<file path="config.mk">
export PLATFORM = sky130hd
export DESIGN_NAME = iira_ctrl_flat
export DESIGN_NICKNAME = d
export VERILOG_FILES = /design/src/rtl/iira_pkg.sv /design/src/rtl/iira_req_if.sv /design/src/rtl/iira_rsp_if.sv /design/src/rtl/iira_ctrl.sv /design/src/flat_wrapper.sv
export SDC_FILE = /design/constraint.sdc
export NUM_CORES = 1
export LEC_CHECK = 0
export BUFFER_PORTS_ARGS = -buffer_cell sky130_fd_sc_hd__buf_4
export CORE_UTILIZATION = 45
export CTS_CLUSTER_SIZE = 14
export DETAILED_ROUTE_END_ITERATION = 10
export GPL_TIMING_DRIVEN = 0
export PLACE_DENSITY = 0.78
export SLEW_MARGIN = 20
export SYNTH_ARGS = -nofsm -noshare
export SYNTH_HDL_FRONTEND = slang
export SYNTH_SLANG_ARGS = --single-unit
</file>
<file path="constraint.sdc">
create_clock -name clk -period 3.3 [get_ports clk]
set_input_delay 0.66 -clock clk [delete_from_list [all_inputs] [get_ports clk]]
set_output_delay 0.66 -clock clk [all_outputs]
set_load 0.05 [all_outputs]
</file>
<file path="src/rtl/iira_pkg.sv">
`default_nettype none
package iira_pkg;

	localparam int CAPACITY_DEF = 256;

	localparam int REQ_W = 2;
	localparam int POS_W = 8;
	localparam int WORD_W = 32;
	localparam int CNT_OUT_W = 9;
	localparam int ST_W = 2;

	localparam logic [REQ_W-1:0] REQ_READ = 2'd0;
	localparam logic [REQ_W-1:0] REQ_INSERT = 2'd1;
	localparam logic [REQ_W-1:0] REQ_REMOVE = 2'd2;

	localparam logic [ST_W-1:0] ST_OK = 2'd0;
	localparam logic [ST_W-1:0] ST_RANGE = 2'd1;
	localparam logic [ST_W-1:0] ST_FULL = 2'd2;

	typedef logic [REQ_W-1:0] req_type_t;
	typedef logic [POS_W-1:0] position_t;
	typedef logic signed [WORD_W-1:0] word_t;
	typedef logic [CNT_OUT_W-1:0] count_out_t;
	typedef logic [ST_W-1:0] status_t;

	// memory port strobes from the sequencer
	typedef struct packed {
		logic wr_en;
		logic rd_en;
	} ram_ctl_t;

endpackage
`default_nettype wire

</file>
<file path="src/rtl/iira_req_if.sv">
`default_nettype none
interface iira_req_if;
	import iira_pkg::*;

	logic valid;
	logic ready;
	req_type_t req_type;
	position_t position;
	word_t new_word;

	modport source (output valid, output req_type, output position, output new_word,
		input ready);
	modport sink (input valid, input req_type, input position, input new_word,
		output ready);
endinterface
`default_nettype wire

</file>
<file path="src/rtl/iira_rsp_if.sv">
`default_nettype none
interface iira_rsp_if;
	import iira_pkg::*;

	logic valid;
	logic ready;
	word_t read_word;
	count_out_t element_count;
	status_t status;

	modport source (output valid, output read_word, output element_count, output status,
		input ready);
	modport sink (input valid, input read_word, input element_count, input status,
		output ready);
endinterface
`default_nettype wire

</file>
<file path="src/rtl/iira_ctrl.sv">
`default_nettype none
module iira_ctrl #(
	parameter int CAPACITY = iira_pkg::CAPACITY_DEF,
	parameter int AW = $clog2(CAPACITY)
) (
	input  wire                  clk,
	input  wire                  arst_n,
	iira_req_if.sink             req,
	iira_rsp_if.source           rsp,
	output iira_pkg::ram_ctl_t   ram_ctl,
	output logic [AW-1:0]        ram_waddr,
	output iira_pkg::word_t      ram_wdata,
	output logic [AW-1:0]        ram_raddr,
	input  wire iira_pkg::word_t ram_rdata
);
	import iira_pkg::*;

	localparam int CW = $clog2(CAPACITY + 1);
	localparam int CMPW = ((CW > POS_W) ? CW : POS_W) + 1;

	localparam logic [2:0] S_IDLE = 3'd0;
	localparam logic [2:0] S_RD = 3'd1;
	localparam logic [2:0] S_SHIFT = 3'd2;
	localparam logic [2:0] S_INSW = 3'd3;
	localparam logic [2:0] S_FIN = 3'd4;

	logic [2:0] state_q;
	logic [2:0] state_d;
	logic [CW-1:0] count_q;
	logic [CW-1:0] count_d;
	logic out_valid_q;

	logic [AW-1:0] pos_q;
	word_t word_q;
	logic up_q;
	logic [AW-1:0] addr_q;
	logic [AW-1:0] end_q;
	word_t res_word_q;
	status_t res_st_q;
	word_t read_word_q;
	count_out_t element_q;
	status_t status_q;

	logic accept;
	logic out_load;
	logic [CMPW-1:0] pos_x;
	logic [CMPW-1:0] cnt_x;
	logic [AW-1:0] pos_a;
	logic [AW-1:0] pos_a_inc;
	logic [AW-1:0] cnt_dec_a;
	logic in_range;
	logic ins_range_err;
	logic is_full;
	logic is_last;
	status_t st_d;
	logic shift_last;

	assign req.ready = (state_q == S_IDLE);
	assign accept = req.valid && req.ready;
	assign out_load = (state_q == S_FIN) && (!out_valid_q || rsp.ready);

	assign rsp.valid = out_valid_q;
	assign rsp.read_word = read_word_q;
	assign rsp.element_count = element_q;
	assign rsp.status = status_q;

	always_comb begin
		pos_x = CMPW'(req.position);
		cnt_x = CMPW'(count_q);
		pos_a = AW'(req.position);
		pos_a_inc = AW'(pos_a + AW'(1));
		cnt_dec_a = AW'(count_q - CW'(1));
		in_range = pos_x < cnt_x;
		ins_range_err = pos_x > cnt_x;
		is_full = cnt_x >= CMPW'(CAPACITY);
		is_last = CMPW'(pos_x + CMPW'(1)) == cnt_x;
		shift_last = addr_q == end_q;
	end

	// decode of the accepted request and the sequencer's next state
	always_comb begin
		state_d = state_q;
		count_d = count_q;
		st_d = ST_OK;
		case (state_q)
			S_IDLE: begin
				if (accept) begin
					state_d = S_FIN;
					case (req.req_type)
						REQ_READ: begin
							if (in_range) begin
								state_d = S_RD;
							end else begin
								st_d = ST_RANGE;
							end
						end
						REQ_INSERT: begin
							if (ins_range_err) begin
								st_d = ST_RANGE;
							end else if (is_full) begin
								st_d = ST_FULL;
							end else begin
								count_d = CW'(count_q + CW'(1));
								state_d = (pos_x == cnt_x) ? S_INSW : S_SHIFT;
							end
						end
						REQ_REMOVE: begin
							if (!in_range) begin
								st_d = ST_RANGE;
							end else begin
								count_d = CW'(count_q - CW'(1));
								state_d = is_last ? S_FIN : S_SHIFT;
							end
						end
						default: begin
							state_d = S_FIN;
						end
					endcase
				end
			end
			S_RD: state_d = S_FIN;
			S_SHIFT: begin
				if (shift_last) begin
					state_d = up_q ? S_INSW : S_FIN;
				end
			end
			S_INSW: state_d = S_FIN;
			S_FIN: begin
				if (out_load) begin
					state_d = S_IDLE;
				end
			end
			default: state_d = S_IDLE;
		endcase
	end

	// memory port: read one entry ahead, write it back one slot over the next cycle
	always_comb begin
		ram_ctl = '0;
		ram_waddr = '0;
		ram_wdata = ram_rdata;
		ram_raddr = '0;
		case (state_q)
			S_IDLE: begin
				if (state_d == S_RD) begin
					ram_ctl.rd_en = 1'b1;
					ram_raddr = pos_a;
				end else if (state_d == S_SHIFT) begin
					ram_ctl.rd_en = 1'b1;
					ram_raddr = (req.req_type == REQ_INSERT) ? cnt_dec_a : pos_a_inc;
				end
			end
			S_SHIFT: begin
				ram_ctl.wr_en = 1'b1;
				ram_waddr = up_q ? AW'(addr_q + AW'(1)) : AW'(addr_q - AW'(1));
				if (!shift_last) begin
					ram_ctl.rd_en = 1'b1;
					ram_raddr = up_q ? AW'(addr_q - AW'(1)) : AW'(addr_q + AW'(1));
				end
			end
			S_INSW: begin
				ram_ctl.wr_en = 1'b1;
				ram_waddr = pos_q;
				ram_wdata = word_q;
			end
			default: begin
				ram_ctl = '0;
			end
		endcase
	end

	always_ff @(posedge clk or negedge arst_n) begin
		if (!arst_n) begin
			state_q <= S_IDLE;
			count_q <= '0;
			out_valid_q <= 1'b0;
		end else begin
			state_q <= state_d;
			count_q <= count_d;
			if (out_load) begin
				out_valid_q <= 1'b1;
			end else if (rsp.ready) begin
				out_valid_q <= 1'b0;
			end
		end
	end

	always_ff @(posedge clk) begin
		if (accept) begin
			pos_q <= pos_a;
			word_q <= req.new_word;
			res_word_q <= '0;
			res_st_q <= st_d;
			up_q <= (req.req_type == REQ_INSERT);
			if (req.req_type == REQ_INSERT) begin
				addr_q <= cnt_dec_a;
				end_q <= pos_a;
			end else begin
				addr_q <= pos_a_inc;
				end_q <= cnt_dec_a;
			end
		end
		if (state_q == S_RD) begin
			res_word_q <= ram_rdata;
		end
		if (state_q == S_SHIFT && !shift_last) begin
			addr_q <= up_q ? AW'(addr_q - AW'(1)) : AW'(addr_q + AW'(1));
		end
		if (out_load) begin
			read_word_q <= res_word_q;
			element_q <= CNT_OUT_W'(count_q);
			status_q <= res_st_q;
		end
	end
endmodule
`default_nettype wire
</file>
<file path="src/flat_wrapper.sv">
// flat-port wrapper written by rule: the top's interface ports become plain ports
module iira_ctrl_flat import iira_pkg::*;
#(
	parameter int CAPACITY = iira_pkg::CAPACITY_DEF,
	parameter int AW = $clog2(CAPACITY)
)
  (clk, arst_n, ram_ctl, ram_waddr, ram_wdata, ram_raddr, ram_rdata, req_valid, req_req_type, req_position, req_new_word, req_ready, rsp_valid, rsp_read_word, rsp_element_count, rsp_status, rsp_ready);
  iira_req_if req_i ();
  iira_rsp_if rsp_i ();
  input  wire clk;
  input  wire arst_n;
  output iira_pkg::ram_ctl_t ram_ctl;
  output logic [AW-1:0] ram_waddr;
  output iira_pkg::word_t ram_wdata;
  output logic [AW-1:0] ram_raddr;
  input  wire iira_pkg::word_t ram_rdata;
  input wire logic [$bits(req_i.valid)-1:0] req_valid;
  input wire logic [$bits(req_i.req_type)-1:0] req_req_type;
  input wire logic [$bits(req_i.position)-1:0] req_position;
  input wire logic [$bits(req_i.new_word)-1:0] req_new_word;
  output wire logic [$bits(req_i.ready)-1:0] req_ready;
  output wire logic [$bits(rsp_i.valid)-1:0] rsp_valid;
  output wire logic [$bits(rsp_i.read_word)-1:0] rsp_read_word;
  output wire logic [$bits(rsp_i.element_count)-1:0] rsp_element_count;
  output wire logic [$bits(rsp_i.status)-1:0] rsp_status;
  input wire logic [$bits(rsp_i.ready)-1:0] rsp_ready;
  assign req_i.valid = req_valid;
  assign req_i.req_type = req_req_type;
  assign req_i.position = req_position;
  assign req_i.new_word = req_new_word;
  assign req_ready = req_i.ready;
  assign rsp_valid = rsp_i.valid;
  assign rsp_read_word = rsp_i.read_word;
  assign rsp_element_count = rsp_i.element_count;
  assign rsp_status = rsp_i.status;
  assign rsp_i.ready = rsp_ready;
  iira_ctrl #(.CAPACITY(CAPACITY), .AW(AW)) u_core (.clk(clk), .arst_n(arst_n), .req(req_i), .rsp(rsp_i), .ram_ctl(ram_ctl), .ram_waddr(ram_waddr), .ram_wdata(ram_wdata), .ram_raddr(ram_raddr), .ram_rdata(ram_rdata));
endmodule
</file>
==> key figures, run 1 <==
Routing
  • Wirelength per Cell: 18.6 um
  • Iter 0 DRT Violations: 480
  • TritonRoute pass-1 iters: 5
  • Via count: 5,646
  • Drt total wl: 19.5 mm
  • Residual DRC: 0
  • Remaining antenna violation count: 0
  • DR vias/cell: 5.39

Timing
  • FMAX: 0.286 GHz
  • Final setup viols: 9
  • Fin crit period: 3.49 ns
  • Slew Limit Fails: 0
  • Fin. Hold Viols: 0
  • Worst Skew: 0.00646 ns
  • Unrepaired setup endpoints after global routing: yes
  • Setup ws final: -0.192 ns
  • Setup_tns: -1.25 ns
  • Relative max-transition margin: 0.498
  • Worst-Margin Slew: 0.753 ns
  • Final Cycle Share: 1.06

Layout
  • FF+latch area: 4360 um2
  • Area growth syn-to-layout: 38.9%
  • Design area: 10,100 um2
  • # diodes: 0
  • Fillers: 1,196
  • Share of cells above drive strength 1: 0.433
  • NumNets Final: 909
  • Multi-input logic area: 3000 um2
  • Fin util: 0.638
  • Final cell count without fillers: 1,047

Critical path
  • Worst Setup EP: ram_ctl[0]
  • Stages on worst setup path: 11
  • Worst Setup SP: req_position[4]
  • CP Max Fanout: 10
  • CP max stage delay: 0.36 ns
  • Buf/Inv on CP: 5
  • CP Class: primary input to output port
  • Worst R2R End: u_core.res_word_q[12]
  • CP cell instances: buf_4 > buf_2 > nand2_1 > o21ai_1 > a211oi_2 > a211oi_1 > nor3_2 > buf_4 > buf_6 > o211ai_1 > buf_4
  • Worst endpoint data arrival time: 2.83 ns
  • Worst EP required: 2.64 ns
  • Worst setup EP type: output port
  • Worst reg2reg path depth: 7
  • Slowest-stage cell, CP: a211oi_1
  • FF-to-FF setup slack: 0.79 ns
  • CP Launch Type: primary input
  • Most common cell on crit path: buf_4
  • CP delay by family, top: compound AO/OA/AOI/OAI gates
  • Reg2reg start: u_core.state_q[0]

Floorplan
  • Core area: 15,800 um2
  • Initial Util: 0.459
  • IO Pins: 173
  • Die Height: 129 um
  • Die area: 16,700 um2
  • Die Width: 129 um
  • # rows: 46

Flow run
  • # Max-Cap Violations: 0

Clock tree
  • Num CTS Buffers: 17
  • Hold-fix buffers, CTS: 0
  • H-tree depth: 4
  • Num Clock Sinks: 147
  • Max clock buf depth: 2
  • Root Buffer: clkbuf_16
  • CTS tree: yes
  • Clk Latency, worst-skew pair: 0.42 ns
  • Worst-path clk slew: 0.07 ns

Logic synthesis
  • Largest area contributor in the netlist: edfxtp_1
  • Mapped Cells: 594
  • Yosys reg bits: 147
  • Avg Inst Size Synth: 12.2 um2
  • Seq/Total Area, Yosys: 0.598
  • Synth warn: 0
  • Mapped Nets: 685
  • Synth unique cells: 58
  • Share of the synthesized area in the top cell type: 0.553
  • FFs w/ async S/R, synth: 0.0884
  • EDFF count, synth: 134
  • Cell area after synthesis: 7270 um2
  • Area contributors post-synth: edfxtp_1 (55%), mux2_2 (5.3%), xnor2_1 (4.7%), dfrtp_1 (4.5%), and2_1 (2.8%)
  • Ys flop type: edfxtp_1

Worst hold path
  • Worst hold path type: primary input to asynchronous set/reset pin

Placement
  • DP HPWL: 13.9 mm
  • Area of placed instances: 8930 um2
  • Post-Place Cells: 984
  • Gpl congestion: 0.896
  • Port Buffers: 172

Power
  • Highest ir drop seen on vdd: 474 uV
  • Power Total: 0.00920 W
  • P per Cell Area: 910 nW/um2
  • LEAKAGE: 3.94 nW

Global routing
  • First-pass GRT wire length: 29.0 mm
  • Largest net degree at the start of global routing: 34
  • GR Overflow Total: 0
  • Vias in the first global route: 5,414
  • Initial antenna violation count: 0
  • Overall Global Routing Usage: 0.236

Run status
  • Failing checks: setup timing
  • Status: finished with violations
## placed cells by master, fill, tap and decap left out, drive strengths merged, types with 3 or more instances in the layout
| master | Yosys | layout |
|---|---|---|
| buf | 16 | 225 |
| xor2 | 8 | 8 |
| or3 | 3 | 3 |
| nand2b | 7 | 7 |
| o211ai | 7 | 7 |
| clkinvlp | 0 | 3 |
| mux2i | 15 | 15 |
| a21oi | 20 | 20 |
| ha | 13 | 13 |
| nand3 | 13 | 13 |
| inv | 17 | 26 |
| and2 | 32 | 32 |
| xnor2 | 39 | 39 |
| a31oi | 7 | 7 |
| or4 | 3 | 3 |
| edfxtp | 134 | 134 |
| clkbuf | 20 | 32 |
| clkinv | 1 | 4 |
| nor3 | 22 | 22 |
| nand2 | 40 | 40 |
| nand4 | 6 | 6 |
| dfrtp | 13 | 13 |
| a211oi | 3 | 3 |
| and3 | 10 | 10 |
| nor4 | 6 | 6 |
| mux2 | 34 | 34 |
| a22oi | 7 | 7 |
| nor2 | 49 | 49 |
| nor4b | 3 | 3 |
| o21ai | 17 | 17 |
## cell families after synthesis
family | after synthesis | share of synthesized area
and+or+nand+nor | 203 | 0.145
xor gates and xnor gates | 47 | 0.0566
muxes | 49 | 0.0733
adders and majority gates | 13 | 0.0224
DFF | 147 | 0.598
AOI/OAI and AO/OA | 81 | 0.0740
buffers and inverters | 54 | 0.0310
## flip-flops by register name (all words and copies together) (netlist names), 3 cells and up
register,count
u_core.addr_q,8
u_core.count_q,9
u_core.pos_q,8
u_core.end_q,8
u_core.word_q,32
u_core.rsp.read_word,32
u_core.res_word_q,32
u_core.state_q,3
u_core.rsp.element_count,9
## power breakdown
part,internal [W],leakage [nW],switching [W]
clock,0.00107,0.288,0.000822
sequential,0.00272,1.41,0.000231
combinational,0.00155,2.25,0.00281
## layout make-up
cell class	count	area share
well taps	216	0.0268
clock inverters	15	0.0159
repair inverters	1	0.000496
repair buffers	209	0.161
plain buffers	31	0.0177
multi-input cells	393	0.297
clock buffers	17	0.0421
flip-flops and latches	147	0.431
inverters	18	0.00805
## worst min-delay path by stage
stage	cells past startpoint	to	start	slack [ns]
finish	1	u_core.count_q[6]	arst_n	0.08
global route	1	u_core.count_q[4]	arst_n	0.07
CTS	1	u_core.count_q[6]	arst_n	0.08
detailed placement	0	u_core.rsp.read_word[3]	u_core.res_word_q[3]	0.40
global placement	0	u_core.rsp.read_word[7]	u_core.res_word_q[7]	0.40
floorplan	0	u_core.count_q[0]	arst_n	0.36
## synth_stat cells (8+ instances only)
cell and instances:
o21ai_0 16, mux2_2 34, mux2i_1 15, a21oi_1 20
dfrtp_1 13, inv_1 16, nor2_1 49, and2_1 32
nor3_1 20, edfxtp_1 134, nand3_1 12, xor2_1 8
and3_1 10, clkbuf_1 20, buf_2 12, nand2_1 40
ha_1 13, xnor2_1 39
## repair_timing
action	4_1_cts	5_1_grt
cloned	2	0
pin swaps	11	17
setup buffers	19	15
gates resized for setup	50	35
setup endpoints to repair	40	11
## metrics by stage
step	setup slack (ns)	hold slack (ns)
global route	-0.266	0.0732
global placement	-0.641	0.400
CTS	-0.188	0.0753
detailed placement	-0.481	0.405
finish	-0.192	0.0761
floorplan	-0.148	0.364
## routing by layer
metal	GRT usage	vias to the layer above	wire, um	part of all wire
met5	0	-	0	0
met4	0.103	0	664	0.034
met3	0.0582	58	1510	0.077
met2	0.407	282	9510	0.49
met1	0.280	2683	7820	0.40
li1	-	2623	-	-
Note: power is estimated with default switching activity, not from simulation.
==> inputs of run 2 (changes only) <==
- SKIP_CTS_REPAIR_TIMING: not set -> 1
- SKIP_LAST_GASP: not set -> 1
==> run 2 against run 1 <==
- sequential cell count stayed put
- fmax shrank 3.8%
- wire length fell by 1.4%
- the flow still finishes with violations (setup timing)
- core utilization fell by 0.44 points
- sequential power about the same
- worst hold slack better by 0.0046 ns
- die area unchanged
- clock power hardly changed
==> key figures, run 2 (synthesis gave the netlist of run 1 again) <==
Critical path
  • Worst Setup SP: u_core.count_q[7]
  • Worst reg2reg path depth: 9
  • CP Max Fanout: 8
  • Worst setup EP type: output port
  • CP Class: flop to output port
  • CP Launch Type: flop
  • Worst EP required: 2.64 ns
  • Worst endpoint data arrival time: 2.97 ns
  • Reg2reg start: u_core.count_q[7]

Placement
  • Port Buffers: 172
  • Gpl congestion: 0.896
  • DP HPWL: 13.9 mm

Timing
  • FMAX: 0.276 GHz
  • Slew Limit Fails: 0
  • Fin crit period: 3.63 ns
  • Final Cycle Share: 1.10
  • Worst-Margin Slew: 0.748 ns
  • Fin. Hold Viols: 0
  • Unrepaired setup endpoints after global routing: yes
  • Relative max-transition margin: 0.501
  • Fin Hold WS: 0.0807 ns
  • Final setup viols: 10
  • Setup ws final: -0.329 ns
  • Worst Skew: 0.00567 ns

Routing
  • Iter 0 DRT Violations: 430
  • Residual DRC: 0
  • Wirelength per Cell: 18.3 um
  • Via count: 5,611
  • DR vias/cell: 5.33
  • TritonRoute pass-1 iters: 5
  • Remaining antenna violation count: 0
  • Drt total wl: 19.2 mm

Layout
  • Commonest cells after routing, fill and taps aside: buf_4 (206), edfxtp_1 (134), nor2_1 (47)
  • Area growth syn-to-layout: 37.9%
  • # diodes: 0
  • Fillers: 1,215
  • Fin util: 0.634
  • Commonest non-fill, non-tap cell in the layout: buf_4
  • Share of cells above drive strength 1: 0.422
  • NumNets Final: 915

Power
  • Power Total: 0.00916 W
  • P per Cell Area: 913 nW/um2
  • LEAKAGE: 3.93 nW
  • Highest ir drop seen on vdd: 454 uV

Global routing
  • GR Overflow Total: 0
  • Overall Global Routing Usage: 0.226
  • Largest net degree at the start of global routing: 34
  • Initial antenna violation count: 0
  • First-pass GRT wire length: 27.9 mm
  • Vias in the first global route: 5,210

Clock tree
  • Worst-path clk slew: 0.07 ns
  • Num CTS Buffers: 17
  • Root Buffer: clkbuf_16
  • H-tree depth: 4
  • CTS tree: yes
  • Num Clock Sinks: 147
  • Clk Latency, worst-skew pair: 0.42 ns
  • Max clock buf depth: 2

Worst hold path
  • Worst hold path type: primary input to asynchronous set/reset pin

Floorplan
  • Die Width: 129 um
  • Core area: 15,800 um2
  • Die area: 16,700 um2
  • # rows: 46
  • Die Height: 129 um
  • IO Pins: 173
  • Initial Util: 0.459

Flow run
  • # Max-Cap Violations: 0

Run status
  • Status: finished with violations
  • Failing checks: setup timing
[run 2: power by group]
group	total (W)	internal, W	leakage (nW)	switching [W]
logic	0.00431	0.00155	2.24	0.00276
clock network	0.00189	0.00107	0.288	0.000821
registers	0.00295	0.00272	1.41	0.000229
[run 2: layout make-up]
class | instances | area (um2) | area share
plain buffers | 33 | 193 | 0.0192
clock buffers | 17 | 425 | 0.0424
clock inverters | 15 | 160 | 0.0160
inverters | 18 | 82.6 | 0.00823
multi-input cells | 393 | 2900 | 0.289
flip-flops and latches | 147 | 4360 | 0.434
well taps | 216 | 270 | 0.0269
repair buffers | 213 | 1640 | 0.164
repair inverters | 1 | 5.00 | 0.000499
[run 2: worst max-delay path, cell delays in order (launching register included)]
cell	delay, ns
dfrtp_2	0.46
inv_2	0.10
ha_1	0.34
nand2b_4	0.08
or3_4	0.40
a22oi_2	0.35
o21a_2	0.30
nand3_1	0.09
o211ai_1	0.16
buf_4	0.26
[run 2: worst paths after layout]
path / endpoint / slack, ns
hold reg to reg: u_core.rsp.read_word[3] / 0.41
setup reg to reg: u_core.count_q[0] / 0.80
max in group asynchronous: u_core.count_q[2] / 3.02
setup / recovery: ram_raddr[2] / -0.33
hold / removal: u_core.count_q[6] / 0.08
min in group clk: u_core.word_q[21] / 0.41
[run 2: per-layer routing]
metal	global-route usage	share of wire
met1	0.272	0.40
met2	0.395	0.50
met3	0.0570	0.081
met4	0.0775	0.023
met5	0	0
[run 2: metrics by stage]
step,instance area [um2],TNS [ns],instances,setup WS (ns)
4_1_cts,9510,-11.55,1016,-0.947
5_1_grt,10000,-3.50,1053,-0.410
6_report,10000,-2.65,1053,-0.329
2_1_floorplan,7320,-0.815,594,-0.148
3_3_place_gp,8890,-5.63,982,-0.641
3_5_place_dp,8930,-4.00,984,-0.481
